[src/scsl_pkg.sv]
// Shared types, sizes and op codes for the shortest common supersequence engine.
// No dependencies.
package scsl_pkg;

  localparam int MAX_LEN = 64;
  localparam int CNT_W   = $clog2(MAX_LEN + 1);
  localparam int IDX_W   = (MAX_LEN > 1) ? $clog2(MAX_LEN) : 1;
  localparam int LEN_W   = $clog2(2 * MAX_LEN + 1);
  localparam int OP_W    = 2;
  localparam int SYM_W   = 8;
  localparam int OUT_W   = 8;

  typedef logic [OP_W-1:0]  op_t;
  typedef logic [SYM_W-1:0] sym_t;
  typedef logic [CNT_W-1:0] cnt_t;
  typedef logic [IDX_W-1:0] idx_t;
  typedef logic [LEN_W-1:0] len_t;
  typedef logic [OUT_W-1:0] out_len_t;

  localparam op_t OP_LOAD_FIRST  = 2'd0;
  localparam op_t OP_LOAD_SECOND = 2'd1;
  localparam op_t OP_COMPUTE     = 2'd2;

  function automatic out_len_t sat_len(input len_t v);
    logic [31:0] wide;
    begin
      wide = 32'(v);
      if (wide > 32'(2**OUT_W - 1)) begin
        sat_len = {OUT_W{1'b1}};
      end else begin
        sat_len = OUT_W'(wide);
      end
    end
  endfunction

endpackage

[src/scsl_if.sv]
// Valid/ready channel interfaces for the input ops and the length results.
// Depends on scsl_pkg.
interface scsl_in_if import scsl_pkg::*; ();
  logic valid;
  logic ready;
  op_t  op;
  sym_t symbol;
  modport source (output valid, op, symbol, input ready);
  modport sink   (input valid, op, symbol, output ready);
endinterface

interface scsl_out_if import scsl_pkg::*; ();
  logic     valid;
  logic     ready;
  out_len_t super_length;
  logic     overflowed;
  modport source (output valid, super_length, overflowed, input ready);
  modport sink   (input valid, super_length, overflowed, output ready);
endinterface

[src/scsl_cell.sv]
// Shared table cell unit: one symbol compare, one min, one increment.
// Depends on scsl_pkg.
module scsl_cell import scsl_pkg::*; (
  input  sym_t a_sym,
  input  sym_t b_sym,
  input  len_t up,
  input  len_t left,
  input  len_t diag,
  output len_t cell_len
);
  len_t base;

  always_comb begin
    if (a_sym == b_sym) begin
      base = diag;
    end else if (up < left) begin
      base = up;
    end else begin
      base = left;
    end
    cell_len = base + LEN_W'(1);
  end
endmodule

[src/shortest_common_supersequence_length.sv]
// Shortest common supersequence length engine, top level. Depends on scsl_pkg,
// scsl_if and scsl_cell.
// Loads (ops 0, 1) append one symbol each. For nonempty strings, compute runs the table
// row by row (one cell per cycle, a drain state after each row), then registers the result;
// with an empty string it emits the summed length without a pass. Not ready meanwhile.
// Synchronous active-low reset clears counts, overflow flag and control; no clear pass.
module shortest_common_supersequence_length import scsl_pkg::*; (
  input  logic         clk,
  input  logic         rst_n,
  scsl_in_if.sink      in_ch,
  scsl_out_if.source   out_ch
);
  localparam logic [1:0] ST_IDLE  = 2'd0;
  localparam logic [1:0] ST_RUN   = 2'd1;
  localparam logic [1:0] ST_DRAIN = 2'd2;
  localparam logic [1:0] ST_EMIT  = 2'd3;

  logic [1:0] state_r, state_nxt;
  cnt_t       n1_r, n1_nxt;
  cnt_t       n2_r, n2_nxt;
  logic       ovf_r, ovf_nxt;
  cnt_t       row_r, row_nxt;
  idx_t       col_r, col_nxt;
  logic       p_valid_r, p_valid_nxt;
  idx_t       p_col_r;
  logic       p_first_r;
  len_t       left_r, left_nxt;
  len_t       diag_r, diag_nxt;
  logic       out_valid_r, out_valid_nxt;
  out_len_t   out_len_r, out_len_nxt;
  logic       out_ovf_r, out_ovf_nxt;

  sym_t first_mem  [MAX_LEN];
  sym_t second_mem [MAX_LEN];
  len_t table_mem  [MAX_LEN];
  sym_t a_q, b_q;
  len_t up_q;

  logic   xfer_in;
  logic   wr_first, wr_second;
  idx_t   a_raddr;
  len_t   up_v, left_v, diag_v, cell_len;

  assign in_ch.ready         = (state_r == ST_IDLE);
  assign xfer_in             = in_ch.valid && in_ch.ready;
  assign wr_first            = xfer_in && (in_ch.op == OP_LOAD_FIRST) && (n1_r != CNT_W'(MAX_LEN));
  assign wr_second           = xfer_in && (in_ch.op == OP_LOAD_SECOND) && (n2_r != CNT_W'(MAX_LEN));
  assign a_raddr             = IDX_W'(row_r - CNT_W'(1));
  assign out_ch.valid        = out_valid_r;
  assign out_ch.super_length = out_len_r;
  assign out_ch.overflowed   = out_ovf_r;

  always_ff @(posedge clk) begin
    if (wr_first) begin
      first_mem[n1_r[IDX_W-1:0]] <= in_ch.symbol;
    end
    a_q <= first_mem[a_raddr];
  end

  always_ff @(posedge clk) begin
    if (wr_second) begin
      second_mem[n2_r[IDX_W-1:0]] <= in_ch.symbol;
    end
    b_q <= second_mem[col_r];
  end

  always_ff @(posedge clk) begin
    if (p_valid_r) begin
      table_mem[p_col_r] <= cell_len;
    end
    up_q <= table_mem[col_r];
  end

  // cell stage operands
  always_comb begin
    up_v   = (row_r == CNT_W'(1)) ? (LEN_W'(p_col_r) + LEN_W'(1)) : up_q;
    left_v = p_first_r ? LEN_W'(row_r) : left_r;
    diag_v = p_first_r ? LEN_W'(row_r - CNT_W'(1)) : diag_r;
  end

  scsl_cell u_cell (
    .a_sym    (a_q),
    .b_sym    (b_q),
    .up       (up_v),
    .left     (left_v),
    .diag     (diag_v),
    .cell_len (cell_len)
  );

  always_comb begin
    state_nxt     = state_r;
    n1_nxt        = n1_r;
    n2_nxt        = n2_r;
    ovf_nxt       = ovf_r;
    row_nxt       = row_r;
    col_nxt       = col_r;
    p_valid_nxt   = 1'b0;
    left_nxt      = left_r;
    diag_nxt      = diag_r;
    out_valid_nxt = out_valid_r && !out_ch.ready;
    out_len_nxt   = out_len_r;
    out_ovf_nxt   = out_ovf_r;

    if (p_valid_r) begin
      left_nxt = cell_len;
      diag_nxt = up_v;
    end

    unique case (state_r)
      ST_IDLE: begin
        if (xfer_in) begin
          case (in_ch.op)
            OP_LOAD_FIRST: begin
              if (wr_first) begin
                n1_nxt = n1_r + CNT_W'(1);
              end else begin
                ovf_nxt = 1'b1;
              end
            end
            OP_LOAD_SECOND: begin
              if (wr_second) begin
                n2_nxt = n2_r + CNT_W'(1);
              end else begin
                ovf_nxt = 1'b1;
              end
            end
            OP_COMPUTE: begin
              if ((n1_r == '0) || (n2_r == '0)) begin
                left_nxt  = LEN_W'(n1_r) + LEN_W'(n2_r);
                state_nxt = ST_EMIT;
              end else begin
                row_nxt   = CNT_W'(1);
                col_nxt   = '0;
                state_nxt = ST_RUN;
              end
            end
            default: ;
          endcase
        end
      end
      ST_RUN: begin
        p_valid_nxt = 1'b1;
        if ((CNT_W'(col_r) + CNT_W'(1)) == n2_r) begin
          state_nxt = ST_DRAIN;
        end else begin
          col_nxt = col_r + IDX_W'(1);
        end
      end
      ST_DRAIN: begin
        if (row_r == n1_r) begin
          state_nxt = ST_EMIT;
        end else begin
          row_nxt   = row_r + CNT_W'(1);
          col_nxt   = '0;
          state_nxt = ST_RUN;
        end
      end
      ST_EMIT: begin
        if (!out_valid_r || out_ch.ready) begin
          out_valid_nxt = 1'b1;
          out_len_nxt   = sat_len(left_r);
          out_ovf_nxt   = ovf_r;
          n1_nxt        = '0;
          n2_nxt        = '0;
          ovf_nxt       = 1'b0;
          state_nxt     = ST_IDLE;
        end
      end
      default: state_nxt = ST_IDLE;
    endcase
  end

  always_ff @(posedge clk) begin
    if (!rst_n) begin
      state_r     <= ST_IDLE;
      n1_r        <= '0;
      n2_r        <= '0;
      ovf_r       <= 1'b0;
      p_valid_r   <= 1'b0;
      out_valid_r <= 1'b0;
      row_r       <= '0;
      col_r       <= '0;
    end else begin
      state_r     <= state_nxt;
      n1_r        <= n1_nxt;
      n2_r        <= n2_nxt;
      ovf_r       <= ovf_nxt;
      p_valid_r   <= p_valid_nxt;
      out_valid_r <= out_valid_nxt;
      row_r       <= row_nxt;
      col_r       <= col_nxt;
    end
  end

  always_ff @(posedge clk) begin
    p_col_r   <= col_r;
    p_first_r <= (col_r == '0);
    left_r    <= left_nxt;
    diag_r    <= diag_nxt;
    out_len_r <= out_len_nxt;
    out_ovf_r <= out_ovf_nxt;
  end

endmodule
[src/flat_wrapper.sv]
// flat-port wrapper written by rule: the top's interface ports become plain ports
module shortest_common_supersequence_length_flat import scsl_pkg::*;
  (clk, rst_n, in_ch_valid, in_ch_op, in_ch_symbol, in_ch_ready, out_ch_valid, out_ch_super_length, out_ch_overflowed, out_ch_ready);
  scsl_in_if in_ch_i ();
  scsl_out_if out_ch_i ();
  input  logic clk;
  input  logic rst_n;
  input wire logic [$bits(in_ch_i.valid)-1:0] in_ch_valid;
  input wire logic [$bits(in_ch_i.op)-1:0] in_ch_op;
  input wire logic [$bits(in_ch_i.symbol)-1:0] in_ch_symbol;
  output wire logic [$bits(in_ch_i.ready)-1:0] in_ch_ready;
  output wire logic [$bits(out_ch_i.valid)-1:0] out_ch_valid;
  output wire logic [$bits(out_ch_i.super_length)-1:0] out_ch_super_length;
  output wire logic [$bits(out_ch_i.overflowed)-1:0] out_ch_overflowed;
  input wire logic [$bits(out_ch_i.ready)-1:0] out_ch_ready;
  assign in_ch_i.valid = in_ch_valid;
  assign in_ch_i.op = in_ch_op;
  assign in_ch_i.symbol = in_ch_symbol;
  assign in_ch_ready = in_ch_i.ready;
  assign out_ch_valid = out_ch_i.valid;
  assign out_ch_super_length = out_ch_i.super_length;
  assign out_ch_overflowed = out_ch_i.overflowed;
  assign out_ch_i.ready = out_ch_ready;
  shortest_common_supersequence_length u_core (.clk(clk), .rst_n(rst_n), .in_ch(in_ch_i), .out_ch(out_ch_i));
endmodule
[config.mk]
export PLATFORM = sky130hd
export DESIGN_NAME = shortest_common_supersequence_length_flat
export DESIGN_NICKNAME = d
export VERILOG_FILES = /design/src/scsl_pkg.sv /design/src/scsl_if.sv /design/src/scsl_cell.sv /design/src/shortest_common_supersequence_length.sv /design/src/flat_wrapper.sv
export SDC_FILE = /design/constraint.sdc
export NUM_CORES = 2
export LEC_CHECK = 0
export BUFFER_PORTS_ARGS = -buffer_cell sky130_fd_sc_hd__buf_4
export CAP_MARGIN = 20
export CORE_UTILIZATION = 28
export DETAILED_ROUTE_END_ITERATION = 10
export GPL_TIMING_DRIVEN = 0
export PLACE_DENSITY = 0.41
export SYNTH_ARGS = -nofsm -noshare
export SYNTH_HDL_FRONTEND = slang
export SYNTH_SLANG_ARGS = --single-unit
[constraint.sdc]
create_clock -name clk -period 6.8 [get_ports clk]
set_clock_uncertainty 0.2 [all_clocks]
set_input_delay 1.36 -clock clk [delete_from_list [all_inputs] [get_ports clk]]
set_output_delay 1.36 -clock clk [all_outputs]
set_load 0.02 [all_outputs]
==> flow_summary.json <==
{
  "synth_async_sr_flop_share": 0,
  "criticalPathCategory": "reg2reg",
  "cp-end-kind": "flip-flop",
  "globalRouteTotalUtil": 0.164,
  "drv_slew": 0,
  "drtPass1Iterations": 5,
  "yosysWarnings": 0,
  "cts-resized-gates": 0,
  "num_vias": 31542,
  "dieArea_sq_um": 231000,
  "cts_made_buffers": 177,
  "drv_cap": 0,
  "p_leak_uw": 0.0225,
  "avgSynthCellArea_sq_um": 20.9,
  "drt_wl_total_um": 189000,
  "cp_max_fo": 27,
  "ys_seq_area_frac": 0.750,
  "synth_most_common_cell": "edfxtp_1",
  "antenna_found_initial": 14,
  "synth.distinct_cells": 73,
  "die_h_um": 480,
  "syn_inst": 3059,
  "worst_slew_pin_slew_ns": 1.17,
  "wl_per_cell_um": 29.1,
  "arrival_ns": 6.87,
  "numPortBuffers": 23,
  "cts.path.max_buffers": 3,
  "crit_start": "u_core.p_col_r[3]",
  "layout_min_cycle_time_ns": 6.42,
  "worst_slack_ns": 0.384,
  "hp-class": "reg2reg",
  "start_util": 0.282,
  "cp-endpoint": "u_core.table_mem[55][6]",
  "nets": 3383,
  "core-area_sq_um": 227000,
  "finalHoldViolCount": 0,
  "setup_viol": 0,
  "drt_iter0_drc": 2941,
  "yosys.area.top_type_share": 0.728,
  "status": "finished clean",
  "synth-edff-count": 1553,
  "relSlewSlack": 0.223,
  "ant_nets": 0,
  "place_congestion": 0.820,
  "htree_levels": 4,
  "netlist_area_sq_um": 64100,
  "ys_dominant_reg_cell": "edfxtp_1",
  "post_cts_buffers": 0,
  "path_clk_slew_ns": 0.06,
  "ios": 25,
  "die_w_um": 480,
  "drcViolationCount": 0,
  "dp_worst_setup_slack_ns": 0.424,
  "clock-sinks": 1624,
  "grt_overflow_total": 0,
  "grt_max_degree": 101,
  "rsz0062_at_grt": "no",
  "clk_latency_ns": 0.82,
  "cp.required_ns": 7.25,
  "hold_buffers": 0,
  "p_per_area_nw_per_um2": 354,
  "grt_pass1_vias": 32396,
  "yosysTopAreaCell": "edfxtp_1",
  "syn_nets": 3099,
  "r2r_end": "u_core.table_mem[55][6]",
  "fmax_mhz": 156,
  "grt_pass1_wl_um": 264000,
  "fin_tns_setup_ns": 0,
  "drive_above_1_share": 0.253,
  "start_kind": "flip-flop",
  "finalCritPeriodShare": 0.944,
  "row_count": 175,
  "synth_common_cells": "edfxtp_1 (1553), mux4_2 (461), nor2_1 (252)",
  "ff2ff_setup_slack_ns": 0.38,
  "ir_drop_mv": 0.450,
  "ys_ff_latch": 1624,
  "cts_root_buf": "clkbuf_16",
  "vias_per_cell": 4.85,
  "r2r-start": "u_core.p_col_r[3]",
  "area_growth_pct": 17.0,
  "cts_tree": "done",
  "dp_hpwl_um": 130000,
  "rr_worst_depth": 16,
  "synth.top_cells.by_area": "edfxtp_1 (73%), mux4_2 (16%), dfxtp_1 (2.2%), nor2_1 (1.5%), mux2i_1 (0.84%)"
}
sequential cells by signal (all words and copies together) (netlist names), 8 cells and up:
register                    cells
u_core.diag_r                   8
u_core.first_mem              512
u_core.up_q                     8
u_core.left_r                   8
u_core.a_q                      8
u_core.second_mem             512
u_core.out_ch.super_length      8
u_core.table_mem              512
u_core.b_q                      8
metrics by stage:
stage / cells / area [sq um] / hold WS (ns) / power (uW) / util
finish: 6500 / 74900 / 0.149 / 26500 / 0.329
global route: 6499 / 74900 / 0.163 / 27500 / 0.329
CTS: 6487 / 74800 / 0.149 / 26900 / 0.329
detailed placement: 6165 / 69400 / 0.136 / 17700 / 0.305
global placement: 6091 / 68000 / 0.134 / 17300 / 0.299
floorplan: 3059 / 64100 / 0.129 / 15000 / -
critical path, cell delays in order, from the launching register on:
cell and delay, ns:
dfxtp_1 0.30, clkbuf_1 0.54, nand3_1 0.68, o31ai_1 0.77, ha_1 0.26, nand4_1 0.20
a2111oi_4 0.65, or3_1 0.20, clkbuf_2 0.19, o311a_1 0.32, ha_4 0.17, inv_1 0.07
a311oi_1 0.20, nand4_1 0.30, xor2_4 0.66, buf_12 0.27, buf_16 0.18
cell type report:
type,instances,area [sq um]
Fill cell,21429,153000
Sequential cell,1624,48100
Multi-Input combinational cell,1244,15300
Clock buffer,219,4630
Tap cell,3009,3760
Timing Repair Buffer,105,1530
Clock inverter,103,841
Buffer,168,678
Inverter,23,86.3
Antenna cell,5,12.5
cells in the final DEF (no fill, tap or decap), types with 12 or more instances in the layout:
cell type,netlist,final
buf_8,0,46
buf_4,0,23
a21oi_1,35,35
nor3_1,12,12
mux4_2,461,461
nand4_1,14,14
a211oi_1,12,12
buf_2,13,23
nand2_1,68,68
nand3_1,43,43
xor2_1,26,23
clkbuf_16,0,179
edfxtp_1,1553,1553
inv_1,22,21
mux2i_1,54,54
ha_1,25,24
dfxtp_1,71,71
buf_6,2,18
nor2b_1,15,15
o21ai_0,39,39
buf_1,39,31
buf_16,0,15
nor2_1,252,252
xnor2_1,25,21
clkinv_1,1,36
mux2_2,14,14
or3_1,14,14
clkinv_2,0,40
clkbuf_1,111,150
nand2b_1,13,13
cell families after synthesis:
group | after synthesis | share of synthesized area
xor gates and xnor gates | 51 | 0.00697
buffers and inverters | 191 | 0.0117
DFF | 1624 | 0.750
adders and majority gates | 26 | 0.00519
AOI/OAI and AO/OA | 162 | 0.0178
muxes | 532 | 0.174
and+or+nand+nor | 473 | 0.0341
power breakdown:
group | switching, uW | total [uW] | internal [uW] | leakage (uW)
clock | 4070 | 9200 | 5130 | 0.00269
combinational | 3290 | 5220 | 1940 | 0.00520
sequential | 68.5 | 12100 | 12000 | 0.0146
total | 7430 | 26500 | 19100 | 0.0225
routing by layer:
| layer | vias to the layer above | track usage | routed length (um) |
|---|---|---|---|
| met5 | - | 0 | 0 |
| met4 | 0 | 0.0428 | 3950 |
| met3 | 235 | 0.0311 | 10100 |
| met2 | 881 | 0.256 | 88000 |
| met1 | 17138 | 0.235 | 87200 |
| li1 | 13288 | - | - |
how the worst min path moves through the flow:
stage | from | endpoint | slack (ns) | cells after the start
2_1_floorplan | u_core.col_r[2] | u_core.p_col_r[2] | 0.13 | 0
3_3_place_gp | u_core.col_r[4] | u_core.p_col_r[4] | 0.13 | 0
3_5_place_dp | u_core.col_r[2] | u_core.p_col_r[2] | 0.14 | 0
4_1_cts | u_core.col_r[2] | u_core.p_col_r[2] | 0.15 | 0
5_1_grt | u_core.col_r[4] | u_core.p_col_r[4] | 0.16 | 0
6_report | u_core.col_r[2] | u_core.p_col_r[2] | 0.15 | 0
(Power assumes the default switching activity.)
